`src/rtl/tvac_pkg.sv`:
```
// Shared types and constants for the taut / veering angle classifier.
// Used by every module of the block; depends on nothing.
package tvac_pkg;

    // Defaults for the top-level parameters.
    localparam int MAX_EDGES_DEF  = 1024;
    localparam int ANGLE_BITS_DEF = 32;

    // Fixed field widths.
    localparam int EDGE_BITS   = 10;
    localparam int ORIENT_BITS = 2;
    localparam int OUT_TDATA_W = 8;

    // Configuration register indexes.
    localparam int CFG_IDX_BITS = 1;
    localparam logic [CFG_IDX_BITS-1:0] REG_SCALE  = 1'b0;
    localparam logic [CFG_IDX_BITS-1:0] REG_ORIENT = 1'b1;

    // Command queue between the front and the back.
    localparam int QUEUE_DEPTH = 4;
    localparam int QPTR_BITS   = 2;

    // Each tetrahedron issues four paint slots to the colour table.
    localparam int SLOT_BITS = 2;
    localparam logic [SLOT_BITS-1:0] LAST_SLOT = 2'd3;

    // Epoch tags on colour table entries; tag zero marks a cleared entry.
    localparam int EPOCH_BITS = 8;
    localparam logic [EPOCH_BITS-1:0] EPOCH_FIRST = 8'd1;
    localparam logic [EPOCH_BITS-1:0] EPOCH_LAST  = 8'hFF;
    localparam logic [EPOCH_BITS-1:0] EPOCH_NONE  = 8'd0;

    // One colour write request: neg set means colour minus one.
    typedef struct packed {
        logic                 vld;
        logic                 neg;
        logic [EDGE_BITS-1:0] edge_idx;
    } paint_t;

    // One classified tetrahedron as it travels through the queue.
    typedef struct packed {
        paint_t [3:0] paint;
        logic         last;
        logic         empty;
        logic         strict;
        logic         taut;
    } item_cmd_t;

    // One result beat, is_strict in the lowest bit.
    typedef struct packed {
        logic is_veering;
        logic is_taut;
        logic is_strict;
    } result_t;

    // Back-end sequencer states.
    typedef enum logic {
        BK_CLEAR,
        BK_RUN
    } back_state_t;

endpackage

```
`src/rtl/tvac_queue.sv`:
```
// Short command queue that decouples the front end from the colour-table back end.
// Depends on tvac_pkg for the command type and depth.
module tvac_queue (
    input  logic                clk,
    input  logic                rst_n,
    input  logic                in_valid,
    output logic                in_ready,
    input  tvac_pkg::item_cmd_t in_data,
    output logic                out_valid,
    input  logic                out_ready,
    output tvac_pkg::item_cmd_t out_data
);

    tvac_pkg::item_cmd_t slots [tvac_pkg::QUEUE_DEPTH];
    logic [tvac_pkg::QPTR_BITS-1:0] wr_ptr_reg, rd_ptr_reg;
    logic [tvac_pkg::QPTR_BITS:0]   count_reg;
    logic push, pop;

    assign in_ready  = (count_reg != (tvac_pkg::QPTR_BITS+1)'(tvac_pkg::QUEUE_DEPTH));
    assign out_valid = (count_reg != '0);
    assign push      = in_valid && in_ready;
    assign pop       = out_valid && out_ready;
    assign out_data  = slots[rd_ptr_reg];

    // Pointers and fill count.
    always_ff @(posedge clk or negedge rst_n)
    begin
        if (!rst_n)
        begin
            wr_ptr_reg <= '0;
            rd_ptr_reg <= '0;
            count_reg  <= '0;
        end
        else
        begin
            if (push)
            begin
                wr_ptr_reg <= wr_ptr_reg + 1'b1;
            end
            if (pop)
            begin
                rd_ptr_reg <= rd_ptr_reg + 1'b1;
            end
            if (push && !pop)
            begin
                count_reg <= count_reg + 1'b1;
            end
            else if (pop && !push)
            begin
                count_reg <= count_reg - 1'b1;
            end
        end
    end

    // Entry storage, no reset needed.
    always_ff @(posedge clk)
    begin
        if (push)
        begin
            slots[wr_ptr_reg] <= in_data;
        end
    end

endmodule

```
`config.mk`:
```
export PLATFORM = sky130hd
export DESIGN_NAME = tvac_queue
export DESIGN_NICKNAME = d
export VERILOG_FILES = /design/src/rtl/tvac_pkg.sv /design/src/rtl/tvac_queue.sv
export SDC_FILE = /design/constraint.sdc
export NUM_CORES = 1
export LEC_CHECK = 0
export ABC_AREA = 1
export BUFFER_PORTS_ARGS = -buffer_cell sky130_fd_sc_hd__buf_2
export CAP_MARGIN = 25
export CORE_ASPECT_RATIO = 0.9
export CORE_UTILIZATION = 52
export CTS_CLUSTER_SIZE = 28
export DETAILED_ROUTE_END_ITERATION = 10
export PLACE_DENSITY = 0.87
export SETUP_SLACK_MARGIN = 0.3
export SLEW_MARGIN = 20
export SYNTH_ARGS = -nofsm -noshare
export SYNTH_HDL_FRONTEND = slang
export SYNTH_SLANG_ARGS = --single-unit
```
`constraint.sdc`:
```
create_clock -name clk -period 3.5 [get_ports clk]
set_input_delay 0.175 -clock clk [delete_from_list [all_inputs] [get_ports clk]]
set_output_delay 0.175 -clock clk [all_outputs]
set_load 0.1 [all_outputs]
```
==> metrics.md <==
| Metric | Value |
|---|---|
| Final Skew | roughly 0.0069 ns |
| Placed instance area | 0.00945 sq mm |
| Die area | approximately 0.017 sq mm |
| Post-CTS setup buffer count | 0 |
| Syn Nets | 728 |
| CTS max path bufs | 3 |
| DR vias | 5,310 |
| GRT Util Overall | 0.194 |
| Layout overhead on the synthesized area | 22.0% |
| Finished Cell Area | 0.0106 sq mm |
| Core ar. | between 0.015 and 0.02 sq mm |
| Main combinational cell family by area after synthesis | compound AO/OA/AOI/OAI gates |
| Total number of yosys warnings | 0 |
| Port bufs | 109 |
| RSZ-0062 raised after global routing | no |
| Sequential-to-total area share from yosys stat | 0.739 |
| Synthesized flop and latch total | roughly 220 |
| Post-Route WL | 16,200 microns |
| CP max FO | 89 |
| Setup TNS | 0 ns |
| Pins Over Slew Limit | 0 |
| Post-synthesis mux area share | 0 |
| Simple-Gate Fraction of Synth Area | 0.0812 |
| Hold Path Class | input pin to async pin |
| Synth async-reset ratio | 0.0326 |
| Chip width | between 100 and 150 microns |
| Die height | 125 microns |
| H-Tree Level Count | 1 |
| Vias per cell | 5.07 |
| Arr. time, crit path | 2.48 ns |
| Clock slew seen by the registers of the worst setup and hold paths | 0.06 ns |
| Top layer in use | met4 |
| Worst path max stage delay | 0.47 ns |
| Post-synth top cells | edfxtp_1, nand2_1, inv_1 |
| Yosys cell types | 17 |
| DRT iter0 DRCs | 284 |
| First-pass GRT wire length | between 20,000 and 30,000 microns |
| Clock root buffer | clkbuf_16 |
| Vias in the first global route | 5,367 |
| FF-to-FF path depth | 5 |
| Register-to-Register Setup Slack | 1.24 ns |
| Cells after synthesis | 666 |
| Multi-input gate area | 0.00166 sq mm |
| Max frequency | around 380 MHz |
| Clk sinks | between 200 and 250 |
| Final-report hold violation count | 0 |
| CTS Buf Count | 21 |
| Most common cell in the synthesized netlist | edfxtp_1 |
| Critical Path RT | 3.32 ns |
| Ports | 110 |
| Crit path cell chain | inv_6 > buf_4 > o211ai_1 > nand2_1 > buf_2 |
| First-pass DRT Iterations | 8 |
| Max-cap violations | 0 |
| Post-synth EDFFs | 208 |
| Slew @ Worst Pin | 0.832 ns |
| Share of layout cells above drive strength 1 | 0.191 |
| Max reg flops | 208 |
| Syn Std Cell Area | 0.00869 sq mm |
| Fin crit period | 2.66 ns |
| Synth Area in Compound Gates | 0.0962 |
| Most used DFF post-synth | edfxtp_1 |
| CP startpoint | rd_ptr_reg[0] |
| N_diodes | 0 |
| CP startpoint kind | register |
| Post-route ant nets | 0 |
| Post-Synth XOR/XNOR Area | 0.00101 |
| Largest net degree at the start of global routing | 90 |
| Mean Syn Cell Area | 13.0 sq um |
| Failing checks | design-rule violations |
| Grt ovf | 0 |
| RR Endpoint | slots[1][34] |
| Slowest cell on the critical path | inv_6 |
| Routed met3 length | 794 microns |
| Final Setup Violations | 0 |
| CP Capture Type | output pin |
| Hpwl dp | 9270 microns |
| Length of routed wiring on met1 | 6570 microns |
| CTS tree | built |
| Wire length on met2 | 8420 microns |
| Setup CP Type | register to output pin |
| Core Rows | 44 |
| Largest cells by area after synthesis | edfxtp_1, o211ai_1, nand2_1 |
| Fin crit share | 0.760 |
| Status | finished with violations |
| Initial antenna violation count | 0 |
| Routed wire per std cell | 15.5 microns |
| Initial Utilization | 0.535 |
| CP Capture Point | out_data[1] |
| Drt drc | 8 |
| Adder-Cell Fraction of Synth Area | 0.00950 |
| Fillcell total | around 1,100 |
| Post-synth top area cell | edfxtp_1 |
| FF+latch area | ~0.0064 sq mm |
| Final RePlAce weighted congestion | 0.717 |
| Max-slew headroom | 0.444 |
| Nets@finish | 891 |
| Reg-to-Reg Start | count_reg[0] |
| Clock latency on the worst-skew pair | 0.48 ns |
| Post-synth top area share | 0.719 |
## cells by family (layout without fill, tap and decap cells)
family,Yosys count,count (layout)
buffers and inverters,154,329
adder cells (fa/ha/maj),6,6
XOR/XNOR,1,1
AND/OR/NAND/NOR,185,185
flip-flops,215,215
AO/OA/AOI/OAI,105,105
## repair_timing
item                                   CTS  global route
endpoints found under the hold margin  218             0
hold buffers                            55             0
gates resized for setup                  0             0
## per-layer routing
layer  track usage  vias up
met5             0        -
met4        0.0601        0
met3        0.0342       34
met2         0.354      137
met1         0.233     2503
li1              -     2636
## cell usage in the layout, fill, tap and decap left out, drive strengths merged, types with 4 or more instances in the layout
master,count
inv,120
nor2,4
dfrtp,7
dlygate4sd3,55
edfxtp,208
o211ai,104
nand3,7
ha,5
nand2,173
buf,119
clkbuf,25
clkinv,10
## how the worst min path moves through the flow
stage | startpoint | to | slack, ns
floorplan | rst_n | count_reg[0] | -0.12
CTS | rst_n | count_reg[0] | 0.04
detailed placement | rst_n | count_reg[0] | 0.01
global route | rst_n | count_reg[0] | 0.07
finish | rst_n | count_reg[0] | 0.06
global placement | rst_n | count_reg[0] | 0.01
## worst max-delay path, delay by kind of cell (launching register included)
family / cells / cell delay, ns
AOI/OAI and AO/OA: 1 / 0.11
buffers and inverters: 3 / 1.28
DFF: 1 / 0.43
and+or+nand+nor: 1 / 0.15
## through the flow
| stage | util | hold WS, ns | setup slack (ns) | cells |
|---|---|---|---|---|
| 2_1_floorplan | - | -0.121 | -0.0265 | 666 |
| 3_3_place_gp | 0.582 | 0.0121 | 1.28 | 957 |
| 3_5_place_dp | 0.582 | 0.0134 | 1.26 | 957 |
| 4_1_cts | 0.652 | 0.0354 | 0.757 | 1047 |
| 5_1_grt | 0.653 | 0.0740 | 0.704 | 1048 |
| 6_report | 0.653 | 0.0593 | 0.841 | 1048 |
## layout make-up
class | instances | share of cell area
sequential | 215 | 0.606
multi-input combinational | 297 | 0.157
timing repair buffer | 174 | 0.115
clock buffer | 25 | 0.0510
inverter | 120 | 0.0429
tap | 207 | 0.0244
clock inverter | 10 | 0.00401
Power is left out: the tool's default activity adds up to more than one toggle a clock period on the data nets, which glitch-free logic cannot reach.
