### config.mk
export PLATFORM = sky130hd
export DESIGN_NAME = tvac_front
export DESIGN_NICKNAME = d
export VERILOG_FILES = /design/src/rtl/tvac_pkg.sv /design/src/rtl/tvac_front.sv
export SDC_FILE = /design/constraint.sdc
export NUM_CORES = 1
export LEC_CHECK = 0
export CAP_MARGIN = 30
export CORE_AREA = 3 3 95 97
export DETAILED_ROUTE_END_ITERATION = 8
export DIE_AREA = 0 0 98 100
export DONT_BUFFER_PORTS = 1
export HOLD_SLACK_MARGIN = 0.03
export SETUP_SLACK_MARGIN = 0.02
export SLEW_MARGIN = 20
export SYNTH_ARGS = -nofsm -noshare
export SYNTH_HDL_FRONTEND = slang
export SYNTH_SLANG_ARGS = --single-unit
### constraint.sdc
create_clock -name clk -period 2.74 [get_ports clk]
set_input_delay 0.411 -clock clk [delete_from_list [all_inputs] [get_ports clk]]
set_output_delay 0.411 -clock clk [all_outputs]
set_load 0.01 [all_outputs]
### src/rtl/tvac_pkg.sv
// Shared types and constants for the taut / veering angle classifier.
// Used by every module of the block; depends on nothing.
package tvac_pkg;

    // Defaults for the top-level parameters.
    localparam int MAX_EDGES_DEF  = 1024;
    localparam int ANGLE_BITS_DEF = 32;

    // Fixed field widths.
    localparam int EDGE_BITS   = 10;
    localparam int ORIENT_BITS = 2;
    localparam int OUT_TDATA_W = 8;

    // Configuration register indexes.
    localparam int CFG_IDX_BITS = 1;
    localparam logic [CFG_IDX_BITS-1:0] REG_SCALE  = 1'b0;
    localparam logic [CFG_IDX_BITS-1:0] REG_ORIENT = 1'b1;

    // Command queue between the front and the back.
    localparam int QUEUE_DEPTH = 4;
    localparam int QPTR_BITS   = 2;

    // Each tetrahedron issues four paint slots to the colour table.
    localparam int SLOT_BITS = 2;
    localparam logic [SLOT_BITS-1:0] LAST_SLOT = 2'd3;

    // Epoch tags on colour table entries; tag zero marks a cleared entry.
    localparam int EPOCH_BITS = 8;
    localparam logic [EPOCH_BITS-1:0] EPOCH_FIRST = 8'd1;
    localparam logic [EPOCH_BITS-1:0] EPOCH_LAST  = 8'hFF;
    localparam logic [EPOCH_BITS-1:0] EPOCH_NONE  = 8'd0;

    // One colour write request: neg set means colour minus one.
    typedef struct packed {
        logic                 vld;
        logic                 neg;
        logic [EDGE_BITS-1:0] edge_idx;
    } paint_t;

    // One classified tetrahedron as it travels through the queue.
    typedef struct packed {
        paint_t [3:0] paint;
        logic         last;
        logic         empty;
        logic         strict;
        logic         taut;
    } item_cmd_t;

    // One result beat, is_strict in the lowest bit.
    typedef struct packed {
        logic is_veering;
        logic is_taut;
        logic is_strict;
    } result_t;

    // Back-end sequencer states.
    typedef enum logic {
        BK_CLEAR,
        BK_RUN
    } back_state_t;

endpackage

### src/rtl/tvac_front.sv
// Front end: classifies each tetrahedron beat and keeps the strict and taut runs.
// Depends on tvac_pkg; feeds item commands to tvac_queue.
module tvac_front #(
    parameter int MAX_EDGES  = tvac_pkg::MAX_EDGES_DEF,
    parameter int ANGLE_BITS = tvac_pkg::ANGLE_BITS_DEF
) (
    input  logic                                   clk,
    input  logic                                   rst_n,
    input  logic [ANGLE_BITS-1:0]                  scale_value,
    input  logic                                   in_valid,
    output logic                                   in_ready,
    input  logic [ANGLE_BITS-1:0]                  angle_a,
    input  logic [ANGLE_BITS-1:0]                  angle_b,
    input  logic [ANGLE_BITS-1:0]                  angle_c,
    input  logic [tvac_pkg::ORIENT_BITS-1:0]       orient_sign,
    input  logic [5:0][tvac_pkg::EDGE_BITS-1:0]    edges,
    input  logic                                   last_tet,
    input  logic                                   no_tets,
    output logic                                   cmd_valid,
    input  logic                                   cmd_ready,
    output tvac_pkg::item_cmd_t                    cmd_data
);

    logic strict_run_reg, strict_run_next;
    logic taut_run_reg, taut_run_next;
    logic accept;
    logic [2:0] eq_s, zr;
    logic strict_hit, taut_hit;
    logic sgn;
    logic [5:0] in_rng;
    tvac_pkg::paint_t [3:0] paints;

    assign in_ready  = cmd_ready;
    assign cmd_valid = in_valid;
    assign accept    = in_valid && cmd_ready;
    assign sgn       = orient_sign[tvac_pkg::ORIENT_BITS-1];

    // Compare each angle against pi and against zero.
    assign eq_s[0] = (angle_a == scale_value);
    assign eq_s[1] = (angle_b == scale_value);
    assign eq_s[2] = (angle_c == scale_value);
    assign zr[0]   = (angle_a == '0);
    assign zr[1]   = (angle_b == '0);
    assign zr[2]   = (angle_c == '0);

    // The scan stops at the first angle equal to pi.
    assign strict_hit = eq_s[0] || zr[0]
                     || (!eq_s[0] && (eq_s[1] || zr[1]))
                     || (!eq_s[0] && !eq_s[1] && (eq_s[2] || zr[2]));
    assign taut_hit   = (!eq_s[0] && !zr[0])
                     || (!eq_s[0] && !eq_s[1] && !zr[1])
                     || (!eq_s[0] && !eq_s[1] && !eq_s[2] && !zr[2]);

    // Edge indexes at or above the table size are not painted.
    always_comb
    begin
        for (int i = 0; i < 6; i++)
        begin
            in_rng[i] = (32'(edges[i]) < 32'(MAX_EDGES));
        end
    end

    // Paint list keyed on the first positive angle.
    always_comb
    begin
        for (int i = 0; i < 4; i++)
        begin
            paints[i] = '0;
        end
        if (!zr[0])
        begin
            paints[0] = '{vld: in_rng[1], neg: sgn,  edge_idx: edges[1]};
            paints[1] = '{vld: in_rng[4], neg: sgn,  edge_idx: edges[4]};
            paints[2] = '{vld: in_rng[2], neg: !sgn, edge_idx: edges[2]};
            paints[3] = '{vld: in_rng[3], neg: !sgn, edge_idx: edges[3]};
        end
        else if (!zr[1])
        begin
            paints[0] = '{vld: in_rng[2], neg: sgn,  edge_idx: edges[2]};
            paints[1] = '{vld: in_rng[3], neg: sgn,  edge_idx: edges[3]};
            paints[2] = '{vld: in_rng[0], neg: !sgn, edge_idx: edges[0]};
            paints[3] = '{vld: in_rng[5], neg: !sgn, edge_idx: edges[5]};
        end
        else if (!zr[2])
        begin
            paints[0] = '{vld: in_rng[0], neg: sgn,  edge_idx: edges[0]};
            paints[1] = '{vld: in_rng[5], neg: sgn,  edge_idx: edges[5]};
            paints[2] = '{vld: in_rng[1], neg: !sgn, edge_idx: edges[1]};
            paints[3] = '{vld: in_rng[4], neg: !sgn, edge_idx: edges[4]};
        end
    end

    // Build the command and the next values of the running flags.
    always_comb
    begin
        cmd_data        = '0;
        cmd_data.last   = last_tet;
        cmd_data.empty  = no_tets;
        strict_run_next = strict_run_reg;
        taut_run_next   = taut_run_reg;
        if (no_tets)
        begin
            cmd_data.strict = 1'b1;
            cmd_data.taut   = 1'b1;
        end
        else
        begin
            cmd_data.paint  = paints;
            cmd_data.strict = strict_run_reg && !strict_hit;
            cmd_data.taut   = taut_run_reg && !taut_hit;
        end
        if (accept)
        begin
            if (no_tets || last_tet)
            begin
                strict_run_next = 1'b1;
                taut_run_next   = 1'b1;
            end
            else
            begin
                strict_run_next = cmd_data.strict;
                taut_run_next   = cmd_data.taut;
            end
        end
    end

    always_ff @(posedge clk or negedge rst_n)
    begin
        if (!rst_n)
        begin
            strict_run_reg <= 1'b1;
            taut_run_reg   <= 1'b1;
        end
        else
        begin
            strict_run_reg <= strict_run_next;
            taut_run_reg   <= taut_run_next;
        end
    end

endmodule

==> run metrics, run 1 <==
status=finished clean; die width=between 90 and 100 um; Crit-path slowest cell=nor4_1; WL final=10.7 mm; syn nets=528; max-slew violations=0; Avg Cell Area, Syn=between 8 and 9 um2; Critical Path Sink Type=primary output; antenna violations before repair=0; WL/cell=25.2 um; HPWL Detailed=a little over 9 mm; crit path max fanout=22; Starting Density=between 30% and 40%; flop2flop setup slack=around 1100 ps; Pwr Density=between 150 and 200 nW/um2; max_cap viols=0; Chip Height=100 um; drt drc=0; placed cell areas=around 2800 um2; largest family of logic cells by synthesized area=XOR/XNOR gates; CTS Sinks=2; crit-path max cell delay=about 390 ps; critical setup path kind=in2out; drt pass-1 iters=5; DR iter-0 viols=around 160; Post-Synth XOR/XNOR Area=between 30 and 40%; diodes inserted=0; post-route cell area=between 2000 and 3000 um2; I/O pin cnt=250; final critical-path required period=2570 ps; slack of the critical path=around 170 ps; Hold Crit Class=in2async; Post-Syn Area=2690 um2; final hold slack=~48 ps; Hold Vio Cnt, Final=0; Max-slew headroom=59.5%; Mapped Cells=332; Peak Freq=just under 0.4 GHz; Required @ worst endpoint=2330 ps; cell breakdown of the critical path=nor4_1, buf_4, nand2_1, nor4_4, buf_12, buf_12, mux2i_1, a211oi_2; Critical Path AT=2160 ps; CTS tree=done; Placed Cells incl. Taps=between 400 and 500; CP dominant cell by count=buf_12; nets@finish=517; critical path launch point type=primary input; synth warn=0; RSZ-0062 raised after global routing=no; complex-gate fraction of the synthesized area=between 20% and 30%; Synth Area in Simple Gates=around a quarter; actual slew at the worst max-slew pin=around 600 ps; Synth Register Bits=2; Finished Layout Cells=between 400 and 500; core footprint=between 8000 and 9000 um2; RR Startpoint=strict_run_reg$_DFFE_PN1P_; DR vias/cell=roughly 6.2; post-synth cell types=25; register area share after synthesis=under 10%; first-pass GRT wire length=between 15 and 20 mm; Buf+Inv Stages, Crit Path=3; GPL Wtd Cong=approximately 0.9; Total GRT Usage=19.3%; Layout area overhead=5.41%; CTS root buf=clkbuf_8; FF-to-FF path depth=3; largest net degree at the start of global routing=79; row count=33; Place WS=between 90 and 100 ps; Port-buffer cells=0; layout cell share with drive strength beyond 1=19.7%; clk_skew=0 ps; Bufs on Longest Clock Path=2; Leak Pwr=0.797 nW; RR Endpoint=strict_run_reg$_DFFE_PN1P_; Skew-Pair Late Insertion Delay=around 210 ps; Worst VDD drop=0.102 mV; CTS buffer count=3; Post-Synth Adder-Cell Area=0%; number of global-route vias before repair=2,609; Via Count=around 2,600; Setup TNS=0 ps; ANT nets after route=0; Die Area=9800 um2; multiplexer share of the synthesized area=14.9%; grt total ovfl=0; Tcrit/Tclk final=between 90% and 100%; final setup fails=0; H-tree depth=1; CP top delay family=simple AND/OR/NAND/NOR gates; clock edge transition at the registers on the reported setup and hold paths=around 30 ps
-- per-layer routing --
metal  GRT usage (%)  vias up  share of wire [%]
met5               0        -                  0
met4            3.30        0                1.2
met3            6.74       14                 11
met2            30.8      175                 47
met1            25.6     1248                 41
li1                -     1199                  -
-- cell usage after synthesis --
library cell  instances  share of area [%]
a31o_1                1               0.33
nor3_1                1               0.19
a211oi_2             40                 19
nand4_1              12                2.8
dfstp_2               2                2.0
or4_1                 1               0.28
inv_2                 1               0.14
nand2b_1              2               0.47
nor4_4                1               0.79
xnor2_1              24                7.8
nor4_1               44                 10
a222oi_1              1               0.37
and2_1                2               0.47
buf_6                 8                3.4
nor2_1               45                6.3
o21ai_0               1               0.19
nand2_1               9                1.3
buf_4                10                2.8
a41o_1                1               0.37
xor2_1               72                 23
buf_2                 9                1.7
and3_2                1               0.28
mux2i_1              40                 15
or3b_2                1               0.33
a21oi_1               3               0.56
-- cell type report --
type                            count  area [um2]
Inverter                            1        3.75
Sequential cell                     2        52.6
Multi-Input combinational cell    302        2430
Tap cell                          105         131
Fill cell                         876        5390
Clock buffer                        3        41.3
Timing Repair Buffer               11         170
-- logic make-up after synthesis --
kind of cell           after synthesis
AND/OR/NAND/NOR                    119
XOR/XNOR                            96
AO/OA/AOI/OAI                       47
multiplexers                        40
buffers and inverters               28
flip-flops                           2
-- layout by cell type (no fill, tap or decap) --
cell	instances
a211oi_2	40
a21oi_1	3
a222oi_1	1
a31o_2	1
a41o_1	1
and2_1	2
and3_2	1
buf_12	4
buf_16	1
buf_4	5
clkbuf_16	1
clkbuf_8	3
dfstp_2	2
inv_2	1
mux2i_1	40
nand2_1	9
nand2b_1	2
nand4_1	12
nor2_1	45
nor3_1	1
nor4_1	42
nor4_2	2
nor4_4	1
o21ai_0	1
or3b_2	1
or4_1	1
xnor2_1	24
xor2_1	72
-- worst reg2reg max path: cells and delay by family, from the launching register on --
kind | cells | cell delay [ps]
flops | 1 | 510
compound gates | 1 | 160
simple gates | 2 | 850
-- through the flow --
step           power [mW]  utilization (%)
2_1_floorplan       0.273                -
3_3_place_gp        0.310             33.5
3_5_place_dp        0.313             33.5
4_1_cts             0.433             34.0
5_1_grt             0.462             34.4
6_report            0.431             34.4
-- power breakdown --
part / total, mW / switching [mW] / internal (mW) / leakage [nW]
sequential: 0.0343 / 0.00154 / 0.0328 / 0.0211
combinational: 0.283 / 0.155 / 0.128 / 0.755
clock: 0.114 / 0.0211 / 0.0927 / 0.0216
-- worst max-delay path by stage --
stage / start / to / cells after the start
floorplan: angle_b[26] / cmd_data[26] / 8
global placement: angle_a[5] / cmd_data[13] / 7
detailed placement: angle_a[5] / cmd_data[13] / 7
CTS: angle_a[5] / cmd_data[13] / 7
global route: angle_b[5] / cmd_data[24] / 8
finish: angle_b[5] / cmd_data[30] / 8
-- repair_timing --
| action | CTS | global route |
|---|---|---|
| gates resized for setup | 0 | 2 |
| setup buffers | 0 | 0 |
| endpoints found under the setup margin | 0 | 41 |
| hold buffers | 0 | 0 |
No activity file was read; power rests on OpenSTA's default activity.
==> inputs of run 2 (changes only) <==
--- a/config.mk
+++ b/config.mk
@@ -11,6 +11,8 @@
 export DIE_AREA = 0 0 98 100
 export DONT_BUFFER_PORTS = 1
 export HOLD_SLACK_MARGIN = 0.03
+export MAX_ROUTING_LAYER = met4
+export RECOVER_POWER = 50
 export SETUP_SLACK_MARGIN = 0.02
 export SLEW_MARGIN = 20
 export SYNTH_ARGS = -nofsm -noshare
==> run metrics, run 2 (synthesized netlist as in run 1, its figures left out) <==
max_cap viols=0 (unchanged); RSZ-0062 raised after global routing=no; core footprint=8220 um2 (unchanged); top sig layer=met4; share of power burned in registers=8.0% (about the same); Hold Crit Class=in2async; WL/cell=24.4 um (-3.1%); Met1 Wirelength=4.01 mm (-8.3%); commonest non-fill, non-tap cells in the layout=xor2_1 (72), nor2_1 (45), nor4_1 (43); Fill cells=873 (-0.34%); Critical Path Sink Type=primary output; Max-slew headroom=59.1% (-0.33 points); nets@finish=516 (-0.19%); H-tree depth=1 (unchanged); Post CTS Setup Buffer Count=0 (unchanged); final setup fails=0 (unchanged); antenna violations before repair=0 (unchanged); Pwr Density=156 nW/um2 (+2.1%); GPL Wtd Cong=0.907 (+1.0%); Chip Height=100 um (unchanged); Hold Vio Cnt, Final=0 (unchanged); Bufs on Longest Clock Path=2 (unchanged); drt pass-1 iters=5 (unchanged); max-slew violations=0 (unchanged); diodes inserted=0 (unchanged); die width=98 um (unchanged); Worst VDD drop=0.139 mV (+37%); Sw Ratio=41.3% (about the same); clk_skew=0 ps (unchanged); CTS buffer count=3 (unchanged); WL final=10.3 mm (-3.3%); Place WS=154 ps (+56.0 ps); Die Area=9800 um2 (unchanged); drt drc=0 (unchanged); status=finished clean; Required @ worst endpoint=2330 ps (about the same); NetSw=0.177 mW (-0.53%); Tcrit/Tclk final=95.2% (+1.5 points); critical setup path kind=in2out; row count=33 (unchanged); Critical Path AT=2200 ps (+40 ps); first-pass GRT wire length=14.8 mm (-1.2%); CTS Sinks=2 (unchanged); critical path launch point type=primary input; FF-to-FF path depth=3 (unchanged); Leak Pwr=0.772 nW (-3.2%); Starting Density=32.7% (unchanged); CTS root buf=clkbuf_8; ANT nets after route=0 (unchanged); Skew-Pair Late Insertion Delay=210 ps (about the same); DR iter-0 viols=152 (-3.2%); final critical-path required period=2610 ps (+39.9 ps); Setup TNS=0 ps (unchanged); largest net degree at the start of global routing=77 (-2.5%); Layout area overhead=2.75%; number of global-route vias before repair=2,640 (+1.2%); actual slew at the worst max-slew pin=607 ps (+4.88 ps); DR vias/cell=6.25 (+0.54%); post-CTS sizing=0 (unchanged); Met3 Wirelength=1.31 mm (+9.3%); crit path max fanout=76 (+250%); clock group share of total power=26.5% (about the same); post-route cell area=2760 um2 (-2.5%); slack of the critical path=132 ps (-39.9 ps); CTS tree=done; combinational share of power=65.5% (-0.2 points); Port-buffer cells=0 (unchanged); I/O pin cnt=250 (unchanged); grt total ovfl=0 (unchanged); layout cell share with drive strength beyond 1=18.2% (-1.5 points); placed cell areas=2730 um2 (-0.91%); Peak Freq=0.383 GHz (-1.5%); CTS Hold Bufs=0 (unchanged); most common cell after layout, fill and taps aside=xor2_1; clock edge transition at the registers on the reported setup and hold paths=30 ps (about the same); Cell Int Power=0.252 mW (-0.51%); HPWL Detailed=9.30 mm (-0.48%); WL met2=4.87 mm (-2.3%); Total GRT Usage=19.7% (+0.34 points); Via Count=2,644 (+0.30%)
-- run 2: per-layer routing --
layer  track usage, %  up-vias
met2             30.6      176
met4             3.30        0
met3             5.91       17
li1                 -     1197
met1             25.7     1254
met5                -        -
-- run 2: power by group through the flow --
stage          Sequential [mW]  Clock (mW)  Combinational [mW]
2_1_floorplan           0.0340           0               0.239
5_1_grt                 0.0344       0.123               0.303
3_5_place_dp            0.0345           0               0.279
6_report                0.0342       0.114               0.281
3_3_place_gp            0.0343           0               0.276
4_1_cts                 0.0343       0.119               0.280
-- run 2: area by class of cell --
type / count / area (um2) / share of cell area (%)
multi-input combinational: 302 / 2420 / 87.7
tap: 105 / 131 / 4.76
inverter: 1 / 3.75 / 0.136
clock buffer: 3 / 41.3 / 1.50
sequential: 2 / 52.6 / 1.90
timing repair buffer: 10 / 110 / 3.99
-- run 2: per-stage QoR --
step / power, mW / utilization (%) / instances / hold WS [ps]
2_1_floorplan: 0.273 / - / 332 / 263
3_3_place_gp: 0.310 / 33.2 / 420 / 263
3_5_place_dp: 0.313 / 33.2 / 420 / 263
4_1_cts: 0.434 / 33.7 / 423 / 41.3
5_1_grt: 0.461 / 33.6 / 423 / 34.5
6_report: 0.429 / 33.6 / 423 / 48.0
-- run 2: worst paths after layout --
kind,from,endpoint,slack (ps)
max in group asynchronous,rst_n,taut_run_reg$_DFFE_PN1P_,2670
worst min register to register,strict_run_reg$_DFFE_PN1P_,strict_run_reg$_DFFE_PN1P_,530
worst max-delay path,angle_a[5],cmd_data[20],130
min in group clk,cmd_ready,strict_run_reg$_DFFE_PN1P_,380
worst max register to register,strict_run_reg$_DFFE_PN1P_,strict_run_reg$_DFFE_PN1P_,1120
worst min-delay path,rst_n,strict_run_reg$_DFFE_PN1P_,50
-- run 2: worst max-delay path: stages --
cell and delay [ps]:
nor4_1 420, nand2_1 120, nor4_2 250, buf_4 190, buf_12 300, nor2_1 90, a211oi_1 400
